**src/hw/rtl/perspective_project_viewport_assert.svh**
```systemverilog
// Assertion macros shared by the vertex projection RTL.
`ifndef PERSPECTIVE_PROJECT_VIEWPORT_ASSERT_SVH
`define PERSPECTIVE_PROJECT_VIEWPORT_ASSERT_SVH
`ifndef SYNTHESIS
// Check a property on every rising clock edge outside reset.
`define PPV_ASSERT(lbl, clk, rst, prop) \
  lbl: assert property (@(posedge clk) disable iff (rst) prop) \
    else $error("projection assertion failed");
// Check a property on every rising clock edge, reset included.
`define PPV_ASSERT_NR(lbl, clk, prop) \
  lbl: assert property (@(posedge clk) prop) \
    else $error("projection assertion failed");
`else
`define PPV_ASSERT(lbl, clk, rst, prop)
`define PPV_ASSERT_NR(lbl, clk, prop)
`endif
`endif

```
**src/hw/rtl/ppv_pkg.sv**
```systemverilog
// Shared types, constants, step program and saturation helpers for the projection engine.
package ppv_pkg;

  localparam int FRACTION_BITS_DEF = 16;
  localparam int STORE_DEPTH       = 24;
  localparam int IDX_W             = 5;
  localparam int STEP_W            = 6;

  localparam logic [STEP_W-1:0] STEP_EZ_DONE = 6'd11;
  localparam logic [STEP_W-1:0] STEP_FIRST_W = 6'd28;
  localparam logic [STEP_W-1:0] STEP_LAST    = 6'd33;

  localparam logic signed [31:0] INT_MAX = 32'sh7FFF_FFFF;
  localparam logic signed [31:0] INT_MIN = 32'sh8000_0000;

  typedef enum logic {
    CMD_WRITE   = 1'b0,
    CMD_PROJECT = 1'b1
  } ppv_cmd_t;

  typedef enum logic [2:0] {
    ST_IDLE,
    ST_MUL,
    ST_ACC,
    ST_WAIT,
    ST_OUT
  } ppv_state_t;

  typedef enum logic [2:0] {
    A_MEM, A_CX, A_CY, A_TX, A_TY, A_D
  } ppv_asel_t;

  typedef enum logic [3:0] {
    B_X, B_Y, B_Z, B_ONE, B_HALF, B_NEG, B_EX, B_EY, B_EZ, B_HX, B_HY, B_CZ, B_W
  } ppv_bsel_t;

  typedef enum logic [1:0] {
    BASE_ZERO, BASE_DST, BASE_HX, BASE_HY
  } ppv_base_t;

  typedef enum logic {
    OP_ADD, OP_SUB
  } ppv_op_t;

  typedef enum logic [3:0] {
    R_EX, R_EY, R_EZ, R_CX, R_CY, R_CZ, R_HX, R_HY, R_TX, R_TY, R_SX, R_SY, R_D
  } ppv_dst_t;

  // One step: read a coefficient, multiply A by B, add to or subtract from a base.
  typedef struct packed {
    logic [IDX_W-1:0] addr;
    ppv_asel_t        asel;
    ppv_bsel_t        bsel;
    ppv_base_t        base;
    ppv_op_t          op;
    ppv_dst_t         dst;
  } ppv_uop_t;

  // Clamp a shifted 64-bit product to 32 bits.
  function automatic logic signed [31:0] sat_wide(input logic signed [63:0] v);
    if (v > 64'sh0000_0000_7FFF_FFFF) return INT_MAX;
    if (v < -64'sh0000_0000_8000_0000) return INT_MIN;
    return v[31:0];
  endfunction

  // Clamp a 33-bit sum to 32 bits.
  function automatic logic signed [31:0] sat33(input logic signed [32:0] v);
    if (v[32] != v[31]) return v[32] ? INT_MIN : INT_MAX;
    return v[31:0];
  endfunction

  function automatic ppv_uop_t ppv_mk(input logic [IDX_W-1:0] addr, input ppv_asel_t asel,
                                      input ppv_bsel_t bsel, input ppv_base_t base,
                                      input ppv_op_t op, input ppv_dst_t dst);
    ppv_uop_t u;
    u.addr = addr;
    u.asel = asel;
    u.bsel = bsel;
    u.base = base;
    u.op   = op;
    u.dst  = dst;
    return u;
  endfunction

  // Step program of one project transaction.
  // Store map: matrix 0-11, projection terms 12-17, viewport terms 18-23.
  function automatic ppv_uop_t ppv_prog(input logic [STEP_W-1:0] step);
    ppv_uop_t u;
    case (step)
      // eye space rows
      6'd0:  u = ppv_mk(5'd0,  A_MEM, B_X,    BASE_ZERO, OP_ADD, R_EX);
      6'd1:  u = ppv_mk(5'd1,  A_MEM, B_Y,    BASE_DST,  OP_ADD, R_EX);
      6'd2:  u = ppv_mk(5'd2,  A_MEM, B_Z,    BASE_DST,  OP_ADD, R_EX);
      6'd3:  u = ppv_mk(5'd3,  A_MEM, B_ONE,  BASE_DST,  OP_ADD, R_EX);
      6'd4:  u = ppv_mk(5'd4,  A_MEM, B_X,    BASE_ZERO, OP_ADD, R_EY);
      6'd5:  u = ppv_mk(5'd5,  A_MEM, B_Y,    BASE_DST,  OP_ADD, R_EY);
      6'd6:  u = ppv_mk(5'd6,  A_MEM, B_Z,    BASE_DST,  OP_ADD, R_EY);
      6'd7:  u = ppv_mk(5'd7,  A_MEM, B_ONE,  BASE_DST,  OP_ADD, R_EY);
      6'd8:  u = ppv_mk(5'd8,  A_MEM, B_X,    BASE_ZERO, OP_ADD, R_EZ);
      6'd9:  u = ppv_mk(5'd9,  A_MEM, B_Y,    BASE_DST,  OP_ADD, R_EZ);
      6'd10: u = ppv_mk(5'd10, A_MEM, B_Z,    BASE_DST,  OP_ADD, R_EZ);
      6'd11: u = ppv_mk(5'd11, A_MEM, B_ONE,  BASE_DST,  OP_ADD, R_EZ);
      // clip x, y, z
      6'd12: u = ppv_mk(5'd12, A_MEM, B_EX,   BASE_ZERO, OP_ADD, R_CX);
      6'd13: u = ppv_mk(5'd13, A_MEM, B_EZ,   BASE_DST,  OP_ADD, R_CX);
      6'd14: u = ppv_mk(5'd14, A_MEM, B_EY,   BASE_ZERO, OP_ADD, R_CY);
      6'd15: u = ppv_mk(5'd15, A_MEM, B_EZ,   BASE_DST,  OP_ADD, R_CY);
      6'd16: u = ppv_mk(5'd16, A_MEM, B_EZ,   BASE_ZERO, OP_ADD, R_CZ);
      6'd17: u = ppv_mk(5'd17, A_MEM, B_ONE,  BASE_DST,  OP_ADD, R_CZ);
      // viewport terms that need no reciprocal
      6'd18: u = ppv_mk(5'd20, A_MEM, B_HALF, BASE_ZERO, OP_ADD, R_HX);
      6'd19: u = ppv_mk(5'd0,  A_CX,  B_HX,   BASE_ZERO, OP_ADD, R_TX);
      6'd20: u = ppv_mk(5'd18, A_MEM, B_ONE,  BASE_HX,   OP_ADD, R_SX);
      6'd21: u = ppv_mk(5'd21, A_MEM, B_HALF, BASE_ZERO, OP_ADD, R_HY);
      6'd22: u = ppv_mk(5'd0,  A_CY,  B_NEG,  BASE_ZERO, OP_ADD, R_TY);
      6'd23: u = ppv_mk(5'd0,  A_TY,  B_HY,   BASE_ZERO, OP_ADD, R_TY);
      6'd24: u = ppv_mk(5'd19, A_MEM, B_ONE,  BASE_HY,   OP_ADD, R_SY);
      6'd25: u = ppv_mk(5'd23, A_MEM, B_ONE,  BASE_ZERO, OP_ADD, R_D);
      6'd26: u = ppv_mk(5'd22, A_MEM, B_ONE,  BASE_DST,  OP_SUB, R_D);
      6'd27: u = ppv_mk(5'd0,  A_D,   B_CZ,   BASE_ZERO, OP_ADD, R_D);
      // scale by the reciprocal and finish
      6'd28: u = ppv_mk(5'd0,  A_TX,  B_W,    BASE_ZERO, OP_ADD, R_TX);
      6'd29: u = ppv_mk(5'd0,  A_TX,  B_ONE,  BASE_DST,  OP_ADD, R_SX);
      6'd30: u = ppv_mk(5'd0,  A_TY,  B_W,    BASE_ZERO, OP_ADD, R_TY);
      6'd31: u = ppv_mk(5'd0,  A_TY,  B_ONE,  BASE_DST,  OP_ADD, R_SY);
      6'd32: u = ppv_mk(5'd0,  A_D,   B_W,    BASE_ZERO, OP_ADD, R_D);
      6'd33: u = ppv_mk(5'd23, A_MEM, B_ONE,  BASE_DST,  OP_ADD, R_D);
      default: u = ppv_mk(5'd0, A_MEM, B_ONE, BASE_ZERO, OP_ADD, R_D);
    endcase
    return u;
  endfunction

endpackage

```
**src/hw/rtl/ppv_recip.sv**
```systemverilog
// Bit-serial reciprocal unit: 2^(2F) / d, truncated toward zero, saturated to 32 bits.
`include "perspective_project_viewport_assert.svh"
module ppv_recip #(
  parameter int FRACTION_BITS = ppv_pkg::FRACTION_BITS_DEF
) (
  input  logic               clk,
  input  logic               rst,
  input  logic               start,
  input  logic signed [31:0] divisor,
  output logic               busy,
  output logic signed [31:0] quotient
);
  import ppv_pkg::*;

  localparam int QW = 2 * FRACTION_BITS + 1;
  localparam int CW = $clog2(QW + 1);

  logic [CW-1:0] cnt;
  logic          run;
  logic          fin;
  logic          neg;
  logic [31:0]   mag;
  logic [31:0]   rem;
  logic [QW-1:0] quo;
  logic [32:0]   trial;
  logic          fits;
  logic [63:0]   q_wide;
  logic [63:0]   q_neg;

  // Shift in the next dividend bit; only the top bit of the dividend is set
  assign trial  = {rem, (cnt == CW'(QW))};
  assign fits   = trial >= {1'b0, mag};
  assign q_wide = 64'(quo);
  assign q_neg  = -q_wide;
  assign busy   = run | fin;

  // Control: count down the quotient bits, then raise fin to saturate
  always_ff @(posedge clk) begin
    if (rst) begin
      run <= 1'b0;
      fin <= 1'b0;
      cnt <= '0;
    end else begin
      fin <= 1'b0;
      if (start) begin
        run <= 1'b1;
        cnt <= CW'(QW);
      end else if (run) begin
        cnt <= cnt - CW'(1);
        if (cnt == CW'(1)) begin
          run <= 1'b0;
          fin <= 1'b1;
        end
      end
    end
  end

  // Datapath: restoring division one bit a cycle
  always_ff @(posedge clk) begin
    if (start) begin
      mag <= divisor[31] ? 32'(-divisor) : divisor;
      neg <= divisor[31];
      rem <= '0;
      quo <= '0;
    end else if (run) begin
      rem <= fits ? 32'(trial - {1'b0, mag}) : trial[31:0];
      quo <= {quo[QW-2:0], fits};
    end
    if (fin) begin
      if (neg) begin
        quotient <= (q_wide > 64'h8000_0000) ? INT_MIN : q_neg[31:0];
      end else begin
        quotient <= (q_wide > 64'h7FFF_FFFF) ? INT_MAX : q_wide[31:0];
      end
    end
  end

  `PPV_ASSERT_NR(a_recip_reset_idle, clk, rst |=> !busy)
  `PPV_ASSERT(a_recip_start_runs, clk, rst, start |=> (run && cnt == CW'(QW)))
  `PPV_ASSERT(a_recip_fin_once, clk, rst, (fin && !start) |=> !busy)

endmodule

```
**config.mk**
```make
export PLATFORM = sky130hd
export DESIGN_NAME = ppv_recip
export DESIGN_NICKNAME = d
export VERILOG_FILES = /design/src/hw/rtl/ppv_pkg.sv /design/src/hw/rtl/ppv_recip.sv
export VERILOG_INCLUDE_DIRS = /design/src /design/src/hw/rtl
export SDC_FILE = /design/constraint.sdc
export NUM_CORES = 1
export LEC_CHECK = 0
export BUFFER_PORTS_ARGS = -buffer_cell sky130_fd_sc_hd__clkbuf_2
export CAP_MARGIN = 10
export CORE_AREA = 2 2 128 130
export CTS_CLUSTER_SIZE = 12
export DETAILED_ROUTE_END_ITERATION = 8
export DIE_AREA = 0 0 130 132
export GPL_ROUTABILITY_DRIVEN = 0
export PLACE_DENSITY = 0.82
export SLEW_MARGIN = 30
export SYNTH_ARGS = -nofsm -noshare
export SYNTH_HDL_FRONTEND = slang
export SYNTH_SLANG_ARGS = --single-unit
```
**constraint.sdc**
```tcl
create_clock -name clk -period 3.8 [get_ports clk]
set_input_delay 0.38 -clock clk [delete_from_list [all_inputs] [get_ports clk]]
set_output_delay 0.38 -clock clk [all_outputs]
set_load 0.02 [all_outputs]
```
==> flow_metrics.tcl, run 1 <==
set metrics [dict create \
    whs_ns 0.186 \
    worstRegToRegCells 11 \
    synth_adder_area_share_pct 5.70 \
    post_cts_buffers 0 \
    placementRows 46 \
    fp.dieW_um 130 \
    final_area_sq_um 9550 \
    crit_type "reg2reg" \
    insertion_delay_ns 0.43 \
    holdPathStages 1 \
    clock_tree.root_cell "clkbuf_16" \
    synth_compound_area_share_pct 17.8 \
    status "completed" \
    hpwlAfterDp_mm 12.2 \
    gr-total-overflow 0 \
    holdBufCountCts 0 \
    synthMuxAreaShare_pct 7.24 \
    start_kind "flip-flop" \
    port_buffers 67 \
    cts_max_path_buffers 2 \
    cts_buffers 17 \
    min_path_type "in2reg" \
    netlist_instances 928 \
    synthSimpleGateAreaFrac_pct 17.3 \
    drc 0 \
    cpPeakStageDelay_ns 0.78 \
    clkTransAtPathRegs_ns 0.06 \
    ys_types 66 \
    synth-async-reset-ratio_pct 0 \
    synth_top_family_by_area "compound AO/OA/AOI/OAI gates" \
    crit_chain "inv_1 > ha_1 > a21oi_1 > o21a_1 > o221a_2 > o41ai_1 > o31a_1 > a21oi_4 > buf_4 > mux2i_1 > a211oi_1" \
    area_growth_pct 12.7 \
    leakage_nw 4.05 \
    final_cell_mix "nor2_1, nand2_1, dfxtp_1" \
    reg2reg_to "rem[23]" \
    drv_cap 0 \
    start_util_pct 53.9 \
    drt_iter0_drc 519 \
    skew_ns 0.0106 \
    synth_seq_cells 138 \
    worst_pin_slew_ns 0.877 \
    path_max_fanout 18 \
    fin_crit_ns 3.52 \
    placed_cell_area_sq_um 8940 \
    preCtsSetupSlack_ns 0.162 \
    cts_tree "built" \
    clock_sinks 138 \
    die-area_sq_um 17200 \
    cts-resized-gates 0 \
    antenna_found_initial 0 \
    cts.htree.levels 4 \
    finalSetupViolCount 0 \
    ys_warn_count 0 \
    wl_per_cell_um 14.9 \
    peakVddDrop_mv 0.339 \
    fin_nets 1040 \
    avgSynthCellArea_sq_um 9.13 \
    grt_pass1_wl_mm 29.8 \
    ys.flop_type "dfxtp_1" \
    viasPerCell 5.80 \
    die_y_um 132 \
    synth_sequential_area_ratio_pct 40.3 \
    synthesis.nets 1001 \
    hold_violations 0 \
    antenna_left 0 \
    crit_arrival_ns 3.84 \
    setup_tns_ns 0 \
    synth-edff-count 65 \
    fin_util_pct 60.8 \
    powerDensity_nw_per_um2 447 \
    period_share_pct 92.5 \
    fmax_mhz 284 \
    layout_commonest_cell "nor2_1" \
    dr.pass1.iters 7 \
    grtUsageTotal_pct 21.3 \
    core-area_sq_um 15700 \
    n_antenna_cell 0 \
    hold_end "mag[0]" \
    r2r_start "mag[10]" \
    setup_slack_ns 0.284 \
    grt_max_degree 60 \
    slowest_stage "o41ai_1" \
    slew_violations 0 \
    crit_required_ns 4.12 \
    min_from "divisor[0]" \
    synth_area_sq_um 8470 \
    critPathCaptureType "flip-flop" \
    drive_gt1_share_pct 14.5 \
    slew_headroom_pct 40.8 \
    drt-total-wl_mm 17.8 \
    rsz0062_at_grt "false" \
    r2r_setup_slack_ns 0.28 \
    vias 6936 \
    ios 68 \
    first_global_vias 6430 \
    synth-xor-area-share_pct 6.20 \
]
Yosys cell counts, types with 3 or more instances:
cell,n,area [sq um]
clkbuf_1,43,161
xnor2_1,41,359
o41ai_1,13,114
edfxtp_1,65,1950
or3_1,15,93.8
nand4_1,20,125
xor2_1,19,166
nand4b_1,4,35.0
a31oi_1,4,25.0
nand3_1,10,50.1
or2_2,6,37.5
dfxtp_1,73,1460
nand2_1,77,289
ha_1,37,463
inv_1,60,225
or3_4,4,45.0
o21a_1,4,30.0
nor4b_1,4,35.0
a21o_1,15,113
buf_1,7,26.3
nor2_1,95,357
nor3_1,21,105
nand2b_1,9,56.3
o21bai_1,4,30.0
or4_1,3,22.5
o31ai_1,10,75.1
buf_2,8,40.0
a211oi_1,35,263
o311ai_1,19,166
nor4_1,5,31.3
o211ai_1,4,30.0
or4_4,3,33.8
o311ai_0,4,35.0
o21ai_0,51,255
mux2i_1,59,591
a21oi_1,39,195
where the power goes:
part / leakage, nW / internal [W] / switching [W]
clock: 0.295 / 0.00103 / 0.000646
sequential: 1.21 / 0.00165 / 0.0000646
combinational: 2.54 / 0.000373 / 0.000509
total: 4.05 / 0.00305 / 0.00122
cells by family (layout without fill, tap and decap cells):
logic type                 count (synthesis)  after routing
AOI/OAI and AO/OA                        220            220
xor gates and xnor gates                  60             60
adders and majority gates                 38             38
buffers and inverters                    119            171
DFF                                      138            138
muxes                                     61             61
and+or+nand+nor                          292            292
how the worst max path moves through the flow:
stage                        from           end  cells past startpoint
final                     mag[10]       rem[23]                     11
after global routing       cnt[1]       rem[28]                     16
after CTS                  cnt[0]       rem[30]                     15
after detailed placement   cnt[0]       rem[30]                     15
after global placement     cnt[0]       rem[28]                     15
after floorplan           quo[13]  quotient[31]                      8
layer usage:
metal / GRT usage, % / part of all wire, %
met5: 0 / 0
met2: 35.1 / 48
met3: 4.06 / 4.8
met4: 9.56 / 2.4
met1: 27.1 / 45
flip-flops by register name, indices dropped and copies added (netlist names):
register / cells
cnt: 6
fin: 1
mag: 32
neg: 1
quo: 33
quotient: 32
rem: 32
run: 1
stage by stage:
| stage | power [W] | std cells |
|---|---|---|
| 2_1_floorplan | 0.00240 | 928 |
| 3_3_place_gp | 0.00258 | 1164 |
| 3_5_place_dp | 0.00260 | 1164 |
| 4_1_cts | 0.00427 | 1196 |
| 5_1_grt | 0.00445 | 1196 |
| 6_report | 0.00427 | 1196 |
critical path, delay by kind of cell (launching register included):
kind                       cells  cell delay [ns]
AOI/OAI and AO/OA              7             2.21
adders and majority gates      1             0.39
DFF                            1             0.32
buffers and inverters          2             0.32
muxes                          1             0.16
area by class of cell:
type	count	area (sq um)
clock buffer	17	425
multi-input combinational	671	4610
fill	1324	6160
clock inverter	15	174
sequential	138	3420
inverter	60	225
tap	216	270
timing repair buffer	79	428
Note: power is estimated with default switching activity, not from simulation.
==> run 2, diff against run 1 <==
--- a/config.mk
+++ b/config.mk
@@ -8,12 +8,12 @@
 export LEC_CHECK = 0
 export BUFFER_PORTS_ARGS = -buffer_cell sky130_fd_sc_hd__clkbuf_2
 export CAP_MARGIN = 10
-export CORE_AREA = 2 2 128 130
+export CORE_AREA = 2 2 121 123
 export CTS_CLUSTER_SIZE = 12
 export DETAILED_ROUTE_END_ITERATION = 8
-export DIE_AREA = 0 0 130 132
+export DIE_AREA = 0 0 123 125
 export GPL_ROUTABILITY_DRIVEN = 0
-export PLACE_DENSITY = 0.82
+export PLACE_DENSITY = 0.89
 export SLEW_MARGIN = 30
 export SYNTH_ARGS = -nofsm -noshare
 export SYNTH_HDL_FRONTEND = slang
==> run 2 against run 1 <==
- combinational power increased by 1%
- cell count is 2.8% lower
- critical path depth rose by 5
- total power is 1.4% higher
- hold slack lost 0.014 ns
- final area shrank 0.37%
- register-to-register slack worse by 0.02 ns
- maximum frequency shrank 0.46%
- die area fell by 10%
- critical path type unchanged
- largest power group is now clock
- highest routed layer unchanged
==> flow_metrics.tcl, run 2 (synthesis results as in run 1) <==
set metrics [dict create \
    n_antenna_cell 0 \
    seqPwrFrac_pct 39.5 \
    fin_nets 1039 \
    slew_violations 0 \
    area_growth_pct 12.3 \
    die-area_sq_um 15400 \
    r2r_setup_slack_ns 0.27 \
    drt_iter0_drc 706 \
    clock_sinks 138 \
    antenna_left 0 \
    finalSetupViolCount 0 \
    min_path_type "in2reg" \
    viasPerCell 6.09 \
    core-area_sq_um 14200 \
    switchingPower_w 0.00127 \
    placementRows 44 \
    cts-resized-gates 0 \
    holdBufCountCts 0 \
    cpPeakStageDelay_ns 0.50 \
    setup_tns_ns 0 \
    grtUsageTotal_pct 24.3 \
    setup_slack_ns 0.268 \
    crit_type "reg2reg" \
    clock_tree.root_cell "clkbuf_16" \
    fp.dieW_um 123 \
    grt_pass1_wl_mm 30.2 \
    worst_pin_slew_ns 0.719 \
    final_area_sq_um 9510 \
    clkTransAtPathRegs_ns 0.06 \
    top_register "quo" \
    first_global_vias 6516 \
    slowest_stage "o41ai_1" \
    worstRegToRegCells 16 \
    fin_util_pct 67.0 \
    fmax_mhz 283 \
    drv_cap 0 \
    hold_violations 0 \
    die_y_um 125 \
    holdPathStages 1 \
    cts.htree.levels 4 \
    drt-total-wl_mm 18.2 \
    p_int_w 0.00306 \
    cts_buffers 17 \
    rsz0062_at_grt "false" \
    crit_chain "inv_1 > ha_1 > nor4b_1 > nand2_1 > ha_1 > inv_1 > fa_1 > a211oi_1 > o21ai_0 > nand3_1 > a211oi_2 > o41ai_1 > o21ai_0 > xor2_1 > mux2i_1 > a211oi_1" \
    fin_crit_ns 3.53 \
    drive_gt1_share_pct 14.4 \
    layout_commonest_cell "nor2_1" \
    min_from "divisor[0]" \
    crit_required_ns 4.15 \
    skew_ns 0.00737 \
    critPathCaptureType "flip-flop" \
    port_buffers 67 \
    wl_per_cell_um 15.6 \
    reg2reg_to "rem[28]" \
    leakage_nw 4.04 \
    post_cts_buffers 0 \
    cts_max_path_buffers 2 \
    antenna_found_initial 0 \
    crit_arrival_ns 3.88 \
    period_share_pct 93.0 \
    gr-total-overflow 0 \
    powerDensity_nw_per_um2 455 \
    r2r_start "cnt[1]" \
    ios 68 \
    grt_max_degree 59 \
    preCtsSetupSlack_ns 0.320 \
    path_max_fanout 4 \
    clkPwrFrac_pct 39.9 \
    start_kind "flip-flop" \
    dr.pass1.iters 6 \
    cts_tree "built" \
    hold_end "mag[0]" \
    power_w 0.00433 \
    hpwlAfterDp_mm 12.4 \
    vias 7085 \
    peakVddDrop_mv 0.294 \
    largest_register_ff_count 33 \
    slew_headroom_pct 51.4 \
    start_util_pct 59.6 \
    fillers 1062 \
    p_comb_share_pct 20.6 \
    swShare_pct 29.3 \
    final_cell_mix "nor2_1, nand2_1, dfxtp_1" \
    drc 0 \
    insertion_delay_ns 0.43 \
    placed_cell_area_sq_um 8900 \
    status "completed" \
]
[run 2: cell types whose count changed in the layout (fill, tap and decap cells not counted), sizes merged]
cell / delta
buf: -1
clkinvlp: +1
inv: +4
clkinv: -5
[run 2: per-layer routing]
| layer | vias to the layer above | GRT usage [%] | share of wire, % |
|---|---|---|---|
| met5 | - | 0 | 0 |
| met4 | 0 | 9.89 | 2.5 |
| met3 | 43 | 4.43 | 6.4 |
| met2 | 296 | 40.4 | 48 |
| met1 | 3270 | 31.1 | 43 |
| li1 | 3476 | - | - |
[run 2: worst max-delay path by stage]
stage / slack (ns) / from / to
after floorplan: 0.68 / quo[13] / quotient[31]
after global placement: 0.38 / cnt[0] / rem[28]
after detailed placement: 0.32 / cnt[0] / rem[28]
after CTS: 0.28 / cnt[0] / rem[28]
after global routing: 0.03 / cnt[1] / rem[28]
final: 0.27 / cnt[1] / rem[28]
[run 2: power by group through the flow]
stage	Sequential, W	Combinational (W)	Clock, W
after global routing	0.00172	0.000989	0.00181
after CTS	0.00171	0.000880	0.00175
after floorplan	0.00171	0.000687	0
final	0.00171	0.000892	0.00173
after global placement	0.00174	0.000838	0
after detailed placement	0.00174	0.000865	0
[run 2: worst max-delay path: cells and delay by family (launching register included)]
family / cells / cell delay [ns]
compound gates: 6 / 1.57
xor+xnor: 1 / 0.15
fa+ha+maj: 3 / 0.75
buf+inv: 2 / 0.12
flops: 1 / 0.36
mux: 1 / 0.08
simple gates: 3 / 0.42
[run 2: area by class of cell]
class | instances | area [sq um] | area share, %
Multi-Input combinational cell | 671 | 4610 | 48.4
Clock buffer | 17 | 425 | 4.47
Tap cell | 184 | 230 | 2.42
Timing Repair Buffer | 78 | 420 | 4.42
Sequential cell | 138 | 3420 | 35.9
Clock inverter | 15 | 186 | 1.96
Inverter | 60 | 225 | 2.37
[run 2: metrics by stage]
stage          hold WS, ns  std cells
6_report             0.171       1163
5_1_grt              0.168       1163
4_1_cts              0.160       1163
3_5_place_dp         0.493       1131
3_3_place_gp         0.480       1131
2_1_floorplan        0.451        928
